**config.mk**
```make
export PLATFORM = sky130hd
export DESIGN_NAME = button_short_long_press_classifier
export DESIGN_NICKNAME = d
export VERILOG_FILES = /design/src/hw/rtl/bslp_pkg.sv /design/src/hw/rtl/bslp_hold.sv /design/src/hw/rtl/bslp_class.sv /design/src/hw/rtl/button_short_long_press_classifier.sv
export SDC_FILE = /design/constraint.sdc
export NUM_CORES = 1
export LEC_CHECK = 0
export ABC_AREA = 0
export ABC_CLOCK_PERIOD_IN_PS = 3000
export BUFFER_PORTS_ARGS = -buffer_cell sky130_fd_sc_hd__buf_2
export CAP_MARGIN = 20
export CORE_MARGIN = 5
export CORE_UTILIZATION = 56
export CTS_CLUSTER_DIAMETER = 100
export DETAILED_ROUTE_END_ITERATION = 16
export GPL_ROUTABILITY_DRIVEN = 0
export PLACE_DENSITY = 0.78
export SLEW_MARGIN = 20
export SYNTH_ARGS = -nofsm -noshare
export SYNTH_HDL_FRONTEND = slang
export SYNTH_HIERARCHICAL = 1
export SYNTH_SLANG_ARGS = --single-unit
```
**constraint.sdc**
```tcl
create_clock -name i_clk -period 3 [get_ports i_clk]
set_clock_uncertainty 0.15 [all_clocks]
set_input_delay 0.3 -clock i_clk [delete_from_list [all_inputs] [get_ports i_clk]]
set_output_delay 0.3 -clock i_clk [all_outputs]
set_load 0.01 [all_outputs]
```
**src/hw/rtl/bslp_pkg.sv**
```systemverilog
// ----------------------------------------------------------------------------
// bslp_pkg
// shared types and constants of the two-button press classifier
// ----------------------------------------------------------------------------
package bslp_pkg;

    localparam int CNT_W = 16;
    localparam int CFG_W = 16;
    localparam int IDX_W = 1;

    localparam logic [CNT_W-1:0] CNT_MAX = {CNT_W{1'b1}};

    // register indexes
    localparam logic [IDX_W-1:0] REG_DEBOUNCE = 1'b0;
    localparam logic [IDX_W-1:0] REG_LONG     = 1'b1;

    localparam logic [CFG_W-1:0] DEBOUNCE_RST = 16'd2;
    localparam logic [CFG_W-1:0] LONG_RST     = 16'd100;

    // class codes of button one
    localparam logic [1:0] CLS_NONE  = 2'd0;
    localparam logic [1:0] CLS_SHORT = 2'd1;
    localparam logic [1:0] CLS_LONG  = 2'd2;

    // release seen on a held button, with the finished hold length
    typedef struct packed {
        logic             done;
        logic [CNT_W-1:0] ticks;
    } t_hold_evt;

endpackage

```
**src/hw/rtl/bslp_hold.sv**
```systemverilog
// ----------------------------------------------------------------------------
// bslp_hold
// hold tracker of one button: held flag and saturating hold counter
// ----------------------------------------------------------------------------
module bslp_hold (
    input  logic                i_clk,
    input  logic                i_rst_n,
    input  logic                i_step,
    input  logic                i_edge,
    input  logic                i_released,
    output bslp_pkg::t_hold_evt o_evt
);

    logic                       r_held;
    logic                       n_held;
    logic [bslp_pkg::CNT_W-1:0] r_ticks;
    logic [bslp_pkg::CNT_W-1:0] n_ticks;
    logic [bslp_pkg::CNT_W-1:0] ticks_inc;
    logic                       held_after;

    // saturating advance
    assign ticks_inc = (r_ticks == bslp_pkg::CNT_MAX) ? r_ticks
                                                      : r_ticks + 1'b1;

    assign o_evt.done  = r_held & i_released;
    assign o_evt.ticks = ticks_inc;

    assign held_after = r_held & ~i_released;

    always_comb begin
        n_held  = r_held;
        n_ticks = r_ticks;
        if (i_step) begin
            n_held = held_after;
            if (r_held) begin
                n_ticks = ticks_inc;
            end
            // a new hold starts only on a button that is not held after this tick's release
            if (i_edge && !held_after) begin
                n_held  = 1'b1;
                n_ticks = '0;
            end
        end
    end

    always_ff @(posedge i_clk) begin
        if (!i_rst_n) begin
            r_held  <= 1'b0;
            r_ticks <= '0;
        end else begin
            r_held  <= n_held;
            r_ticks <= n_ticks;
        end
    end

endmodule

```
**src/hw/rtl/bslp_class.sv**
```systemverilog
// ----------------------------------------------------------------------------
// bslp_class
// clear and classify step: next latched results of both buttons
// ----------------------------------------------------------------------------
module bslp_class (
    input  logic                       i_clear_one,
    input  logic                       i_clear_two,
    input  bslp_pkg::t_hold_evt        i_evt_one,
    input  bslp_pkg::t_hold_evt        i_evt_two,
    input  logic [bslp_pkg::CFG_W-1:0] i_debounce,
    input  logic [bslp_pkg::CFG_W-1:0] i_long,
    input  logic [1:0]                 i_latched_one,
    input  logic                       i_latched_two,
    output logic [1:0]                 o_latched_one,
    output logic                       o_latched_two
);

    always_comb begin
        o_latched_one = i_clear_one ? bslp_pkg::CLS_NONE : i_latched_one;
        if (i_evt_one.done) begin
            if (i_evt_one.ticks >= i_long) begin
                o_latched_one = bslp_pkg::CLS_LONG;
            end else if (i_evt_one.ticks >= i_debounce) begin
                o_latched_one = bslp_pkg::CLS_SHORT;
            end
        end
    end

    always_comb begin
        o_latched_two = i_clear_two ? 1'b0 : i_latched_two;
        if (i_evt_two.done && (i_evt_two.ticks >= i_debounce)) begin
            o_latched_two = 1'b1;
        end
    end

endmodule

```
**src/hw/rtl/button_short_long_press_classifier.sv**
```systemverilog
// ----------------------------------------------------------------------------
// button_short_long_press_classifier
// two-button debounce and short/long press classifier, one timer tick a beat
// ----------------------------------------------------------------------------
// Each input beat is one timer tick carrying a press edge, the pin level
// (1 = released) and a clear request for each of two buttons. A tick first
// clears the requested latches, then classifies every held button whose pin
// reads released, then starts a hold on an edge of a button that is not held.
// Button one latches short for a hold from debounce_ticks up to below
// long_press_ticks and long at or above long_press_ticks; button two latches
// short for any hold of at least debounce_ticks; shorter holds change nothing.
// Hold counters saturate at 65535. The result beat carries both latched
// values after the tick. One beat per clock while the output is not stalled,
// each result in the cycle after its tick; the state update and the output
// register are one and the same register stage, and a new tick is taken
// whenever the output register is empty or being drained in the same cycle.
// Configuration writes are to be made only while no tick is in flight.
// ----------------------------------------------------------------------------
module button_short_long_press_classifier (
    input  logic                       i_clk,
    input  logic                       i_rst_n,
    // configuration
    input  logic                       i_cfg_we,
    input  logic [bslp_pkg::IDX_W-1:0] i_cfg_idx,
    input  logic [bslp_pkg::CFG_W-1:0] i_cfg_data,
    // tick beats
    input  logic                       i_in_valid,
    output logic                       o_in_ready,
    input  logic                       i_edge_one,
    input  logic                       i_edge_two,
    input  logic                       i_released_one,
    input  logic                       i_released_two,
    input  logic                       i_clear_one,
    input  logic                       i_clear_two,
    // result beats
    output logic                       o_out_valid,
    input  logic                       i_out_ready,
    output logic [1:0]                 o_press_one,
    output logic                       o_press_two
);

    // configuration registers
    logic [bslp_pkg::CFG_W-1:0] r_debounce;
    logic [bslp_pkg::CFG_W-1:0] r_long;

    // latched results double as the output register
    logic [1:0] r_latched_one;
    logic [1:0] n_latched_one;
    logic       r_latched_two;
    logic       n_latched_two;
    logic       r_out_valid;

    logic                step;
    bslp_pkg::t_hold_evt evt_one;
    bslp_pkg::t_hold_evt evt_two;

    // take a tick when the result slot is free or drains this cycle
    assign o_in_ready = ~r_out_valid | i_out_ready;
    assign step       = i_in_valid & o_in_ready;

    always_ff @(posedge i_clk) begin
        if (!i_rst_n) begin
            r_debounce <= bslp_pkg::DEBOUNCE_RST;
            r_long     <= bslp_pkg::LONG_RST;
        end else if (i_cfg_we) begin
            case (i_cfg_idx)
                bslp_pkg::REG_DEBOUNCE: begin
                    r_debounce <= i_cfg_data;
                end
                bslp_pkg::REG_LONG: begin
                    r_long <= i_cfg_data;
                end
                default: begin
                end
            endcase
        end
    end

    // per-button hold trackers
    bslp_hold u_hold_one (
        .i_clk      (i_clk),
        .i_rst_n    (i_rst_n),
        .i_step     (step),
        .i_edge     (i_edge_one),
        .i_released (i_released_one),
        .o_evt      (evt_one)
    );

    bslp_hold u_hold_two (
        .i_clk      (i_clk),
        .i_rst_n    (i_rst_n),
        .i_step     (step),
        .i_edge     (i_edge_two),
        .i_released (i_released_two),
        .o_evt      (evt_two)
    );

    // clear then classify
    bslp_class u_class (
        .i_clear_one   (i_clear_one),
        .i_clear_two   (i_clear_two),
        .i_evt_one     (evt_one),
        .i_evt_two     (evt_two),
        .i_debounce    (r_debounce),
        .i_long        (r_long),
        .i_latched_one (r_latched_one),
        .i_latched_two (r_latched_two),
        .o_latched_one (n_latched_one),
        .o_latched_two (n_latched_two)
    );

    always_ff @(posedge i_clk) begin
        if (!i_rst_n) begin
            r_latched_one <= bslp_pkg::CLS_NONE;
            r_latched_two <= 1'b0;
            r_out_valid   <= 1'b0;
        end else begin
            if (step) begin
                r_latched_one <= n_latched_one;
                r_latched_two <= n_latched_two;
                r_out_valid   <= 1'b1;
            end else if (i_out_ready) begin
                r_out_valid <= 1'b0;
            end
        end
    end

    assign o_out_valid = r_out_valid;
    assign o_press_one = r_latched_one;
    assign o_press_two = r_latched_two;

endmodule

```
-- Word level (Yosys, flattened, before mapping)
Index checks and enable logic that the tools add are counted.
Widths: inputs -> output; s select.
- bits in registers: 70
- latch bits: 0
- bits in writable memories: 0
- bits in read-only memories: 0
- input bits: 28
- output and inout port bits: 5
- logic and storage cells: 56
- memories: 0
- add/subtract/negate cells: 2
- multiply operators: 0
- divide/modulo/power cells: 0
- magnitude comparators: 3
- equal/unequal tests: 2
- shift-type cells: 0
- muxes and demuxes: 16
- bitwise operators: 10
- reductions and logical operators: 14
- operators with widths (kind ; number):
    $mux 16 ; 6
    $ge 16x16->1 ; 3
    $add 16x1->16 const B ; 2
    $eq 16x16->1 const B ; 2
    $reduce_and 2->1 ; 5
    $mux 2 ; 4
    $reduce_bool 2->1 ; 4
    $mux 1 ; 6
    $and 1x1->1 ; 5
    $not 1->1 ; 4
    $logic_and 1x1->1 ; 3
    $logic_not 1->1 ; 2
    $or 1x1->1 ; 1

-- Depth between registers and ports, before layout
- depth in word-level cells: 6
- gate-level depth with buffers: 14
- depth with buffers taken out: 13

-- By module
Netlist, hierarchy kept.
- modules (own cells, without submodules) (module ; times used ; cells each ; area an instance (um2) ; seq. area each (um2)):
    bslp_hold ; 2 ; 153 ; 1223.7 ; 340.3
    button_short_long_press_classifier ; 1 ; 160 ; 1357.6 ; 720.7
    bslp_class ; 1 ; 160 ; 1196.1 ; 0.0

-- Worst setup path after synthesis
No wires, ideal clock.
- kind: flip-flop to flip-flop
- start point: register u_hold_one/r_ticks[0] (netlist name)
- end point: register r_latched_one[0] (netlist: o_press_one[0])
- library setup time: 0.130 ns
- arrival time: 2.883 ns
- required time: 2.720 ns
- slack: -0.162 ns
- cell stages (with the launch flop): 14
- buffers on the path: 0
- clock period less this slack: 3.162 ns
- cell sequence: dfxtp_1 > ha_1 > nand3_2 > nor4_4 > xnor2_1 > inv_1 > ha_1 > nand2b_4 > a2111o_1 > a311oi_2 > nand4_1 > and3_1 > nand4_1 > o21ai_1
- RTL lines (item ; RTL line ; text):
    from (decl) ; bslp_hold.sv:16 ; logic [bslp_pkg::CNT_W-1:0] r_ticks;
    from (signal assigned) ; bslp_hold.sv:52 ; r_ticks <= n_ticks;
    to (signal assigned) ; button_short_long_press_classifier.sv:114 ; r_latched_one <= bslp_pkg::CLS_NONE;
    to (signal assigned) ; button_short_long_press_classifier.sv:119 ; r_latched_one <= n_latched_one;
    to (decl) ; button_short_long_press_classifier.sv:47 ; logic [1:0] r_latched_one;

==> impl_metrics.yaml <==
layout:
  fin_util: 0.730
  final.fill_count: 604
  layout.area.seq_sq_um: 1440
  antenna-diode-count: 0
  layout-area-overhead-vs-synth_pct: 27.3
  nets: 812
  multi_input_area_sq_um: 3520
  drive_gt1_frac: 0.317
  fin_area_sq_um: 6370
place:
  pre_cts_ws_ps: -161
  dp_hpwl_um: 10500
  port_buffers: 32
  place_area_sq_um: 5680
critical_path:
  critPathLaunchType: "register"
  r2r_slack_ps: -130
  critPathMaxFanout: 6
  required_ps: 3090
  path_buf_inv: 2
  path_cells: "buf_4 > nand4_1 > buf_6 > or4_4 > xnor2_2 > nand2_1 > ha_1 > nand4_1 > nor2_1 > a311oi_2 > nand4_1 > and3_1 > nand4_1 > o21ai_1"
  cpMostUsedCell: "nand4_1"
  critical-path-max-stage-delay_ps: 450
  critPathTopFamily: "simple AND/OR/NAND/NOR gates"
  crit_type: "reg -> reg"
  end_kind: "register"
  arrival_ps: 3220
  worst_path_max_delay_cell: "or4_4"
yosys:
  synth_area_leader_cell: "dfxtp_1"
  synth.avg_cell_area_sq_um: 7.99
  synth_fp_nets: 704
  yosys_warnings: 6
  syn_inst: 626
  ys_ff_latch: 70
  yosys.cell_count.top_type: "nand2_1"
  synth_edf_count: 0
  synth-seq-area-share: 0.280
  async_flop_share: 0
  ys_types: 64
  yosys-top-cells-count: "nand2_1 (105), dfxtp_1 (70), inv_1 (52)"
  synth_area_sq_um: 5000
  synth_area_leaders: "dfxtp_1 (28%), ha_1 (13%), nand2_1 (7.9%)"
  synthFlopType: "dfxtp_1"
  synth_top_area_frac: 0.280
clocking:
  cts_sinks: 70
  clk_pin_slew_ps: 90
  worstSkewPairLatency_ps: 360
  h-tree-depth: 3
  clk_path_buf_depth: 2
  cts_tree: "done"
  cts_buffers: 9
  cts_root_buf: "clkbuf_8"
sta:
  hold_violations: 0
  slew_headroom: 0.552
  timing.fmax_mhz: 319
  whs_ps: 21.7
  worst_slack_ps: -131
  maxSlewViolCount: 0
  min_period_ps: 3130
  timing.final.crit_share: 1.04
  tightest_slew_ps: 672
  setup_viol: 2
  rsz0062_at_grt: "true"
pwr:
  power_density_nw_per_um2: 315
  power_uw: 2000
  max-vdd-ir-drop_v: 0.000257
  power_leakage_uw: 0.00283
floorplanning:
  core_sq_um: 8720
  io_pins: 33
  die_area_sq_um: 10900
  rows: 34
  fp.dieH_um: 105
  start_util: 0.573
  die_w_um: 105
grt:
  grt_usage: 0.260
  overflow: 0
  grt_pass1_vias: 4997
  antenna_found_initial: 0
  grt_max_degree: 42
  grt_pass1_wl_um: 23500
min_path:
  hp-class: "in -> reg"
detailed_routing:
  wl_per_cell_um: 18.1
  drtPass1Iterations: 8
  drc_errors: 0
  route.antenna.remaining_nets: 0
  wl_um: 15400
  drt_iter0_drc: 488
  avgViaCountPerCell: 6.29
  route.vias.total: 5325
job:
  max_cap_viol_count: 0
outcome:
  outcome: "finished with violations"
  violations: "setup timing"
==> what timing repair did <==
item | CTS | global route
gates resized for setup | 28 | 49
setup endpoints to repair | 3 | 3
endpoints found under the hold margin | 1 | 0
setup buffers | 13 | 9
pin swaps | 22 | 22
hold buffers | 1 | 0
==> cell usage in the layout, fill, tap and decap left out, types with 5 or more instances in the layout <==
cell | netlist | routed
nand2_1 | 105 | 103
buf_4 | 4 | 83
inv_1 | 52 | 52
ha_1 | 50 | 46
dfxtp_1 | 70 | 45
a21oi_1 | 38 | 35
buf_2 | 7 | 32
a21boi_1 | 28 | 28
dfxtp_2 | 0 | 22
o21ai_0 | 23 | 20
nor2_1 | 19 | 18
nand3_1 | 20 | 17
nand4_1 | 15 | 15
a31oi_1 | 12 | 12
and2_1 | 11 | 11
xnor2_1 | 16 | 10
o21ai_1 | 7 | 9
clkbuf_8 | 0 | 9
nor3_1 | 13 | 8
buf_6 | 6 | 7
a21o_1 | 6 | 6
nor4_2 | 2 | 6
or4_4 | 6 | 6
xnor2_2 | 0 | 6
nand2b_1 | 5 | 5
and3_1 | 5 | 5
nor4_4 | 2 | 5
==> worst register-to-register path, stage by stage, from the launching register on <==
cell	delay, ps
dfxtp_4	370
buf_4	110
nand4_1	110
buf_6	170
or4_4	460
xnor2_2	160
nand2_1	120
ha_1	340
nand4_1	180
nor2_1	110
a311oi_2	290
nand4_1	130
and3_1	190
nand4_1	60
o21ai_1	60
==> per-layer routing <==
metal | vias up | routed length [um] | track usage
li1 | 2476 | - | -
met1 | 2521 | 6370 | 0.338
met2 | 264 | 7300 | 0.424
met3 | 64 | 1140 | 0.0466
met4 | 0 | 545 | 0.110
met5 | - | 0 | 0
==> state kept, by name (all words and copies together), names as in the netlist <==
register	flops
r_debounce	16
o_press_two	1
u_hold_one/r_ticks	16
u_hold_two/r_held	1
u_hold_one/r_held	1
o_press_one	2
o_out_valid	1
u_hold_two/r_ticks	16
r_long	16
==> cell type report <==
type | instances | area share
timing repair buffer | 124 | 0.140
multi-input combinational | 477 | 0.553
tap | 108 | 0.0212
clock buffer | 9 | 0.0195
sequential | 70 | 0.226
clock inverter | 7 | 0.00943
inverter | 52 | 0.0307
==> cells by family (layout without fill, tap and decap cells) <==
family / count (synthesis) / count (layout) / share of synthesized area
AOI/OAI and AO/OA: 163 / 163 / 0.219
xor gates and xnor gates: 20 / 20 / 0.0350
adders and majority gates: 50 / 50 / 0.125
buffers and inverters: 79 / 192 / 0.0731
DFF: 70 / 70 / 0.280
muxes: 2 / 2 / 0.00450
and+or+nand+nor: 242 / 242 / 0.263
==> through the flow <==
stage	TNS [ps]	instances
floorplan	0	626
global placement	-51.0	808
detailed placement	-257	808
CTS	-36.7	838
global route	-547	847
finish	-226	847
==> report_power, final <==
| group | total, uW | internal (uW) | switching [uW] | leakage [uW] |
|---|---|---|---|---|
| clock | 751 | 318 | 433 | 0.0000935 |
| combinational | 281 | 110 | 170 | 0.00215 |
| sequential | 973 | 955 | 18.9 | 0.000583 |
==> path summary, 6_finish.rpt <==
path,startpoint,endpoint,depth (start not counted)
max,u_hold_one/r_ticks[0],o_press_one[0],14
min,i_cfg_data[5],r_long[5],3
max reg2reg,u_hold_one/r_ticks[0],o_press_one[0],14
min reg2reg,r_debounce[11],r_debounce[11],2
No activity file was read; power rests on OpenSTA's default activity.
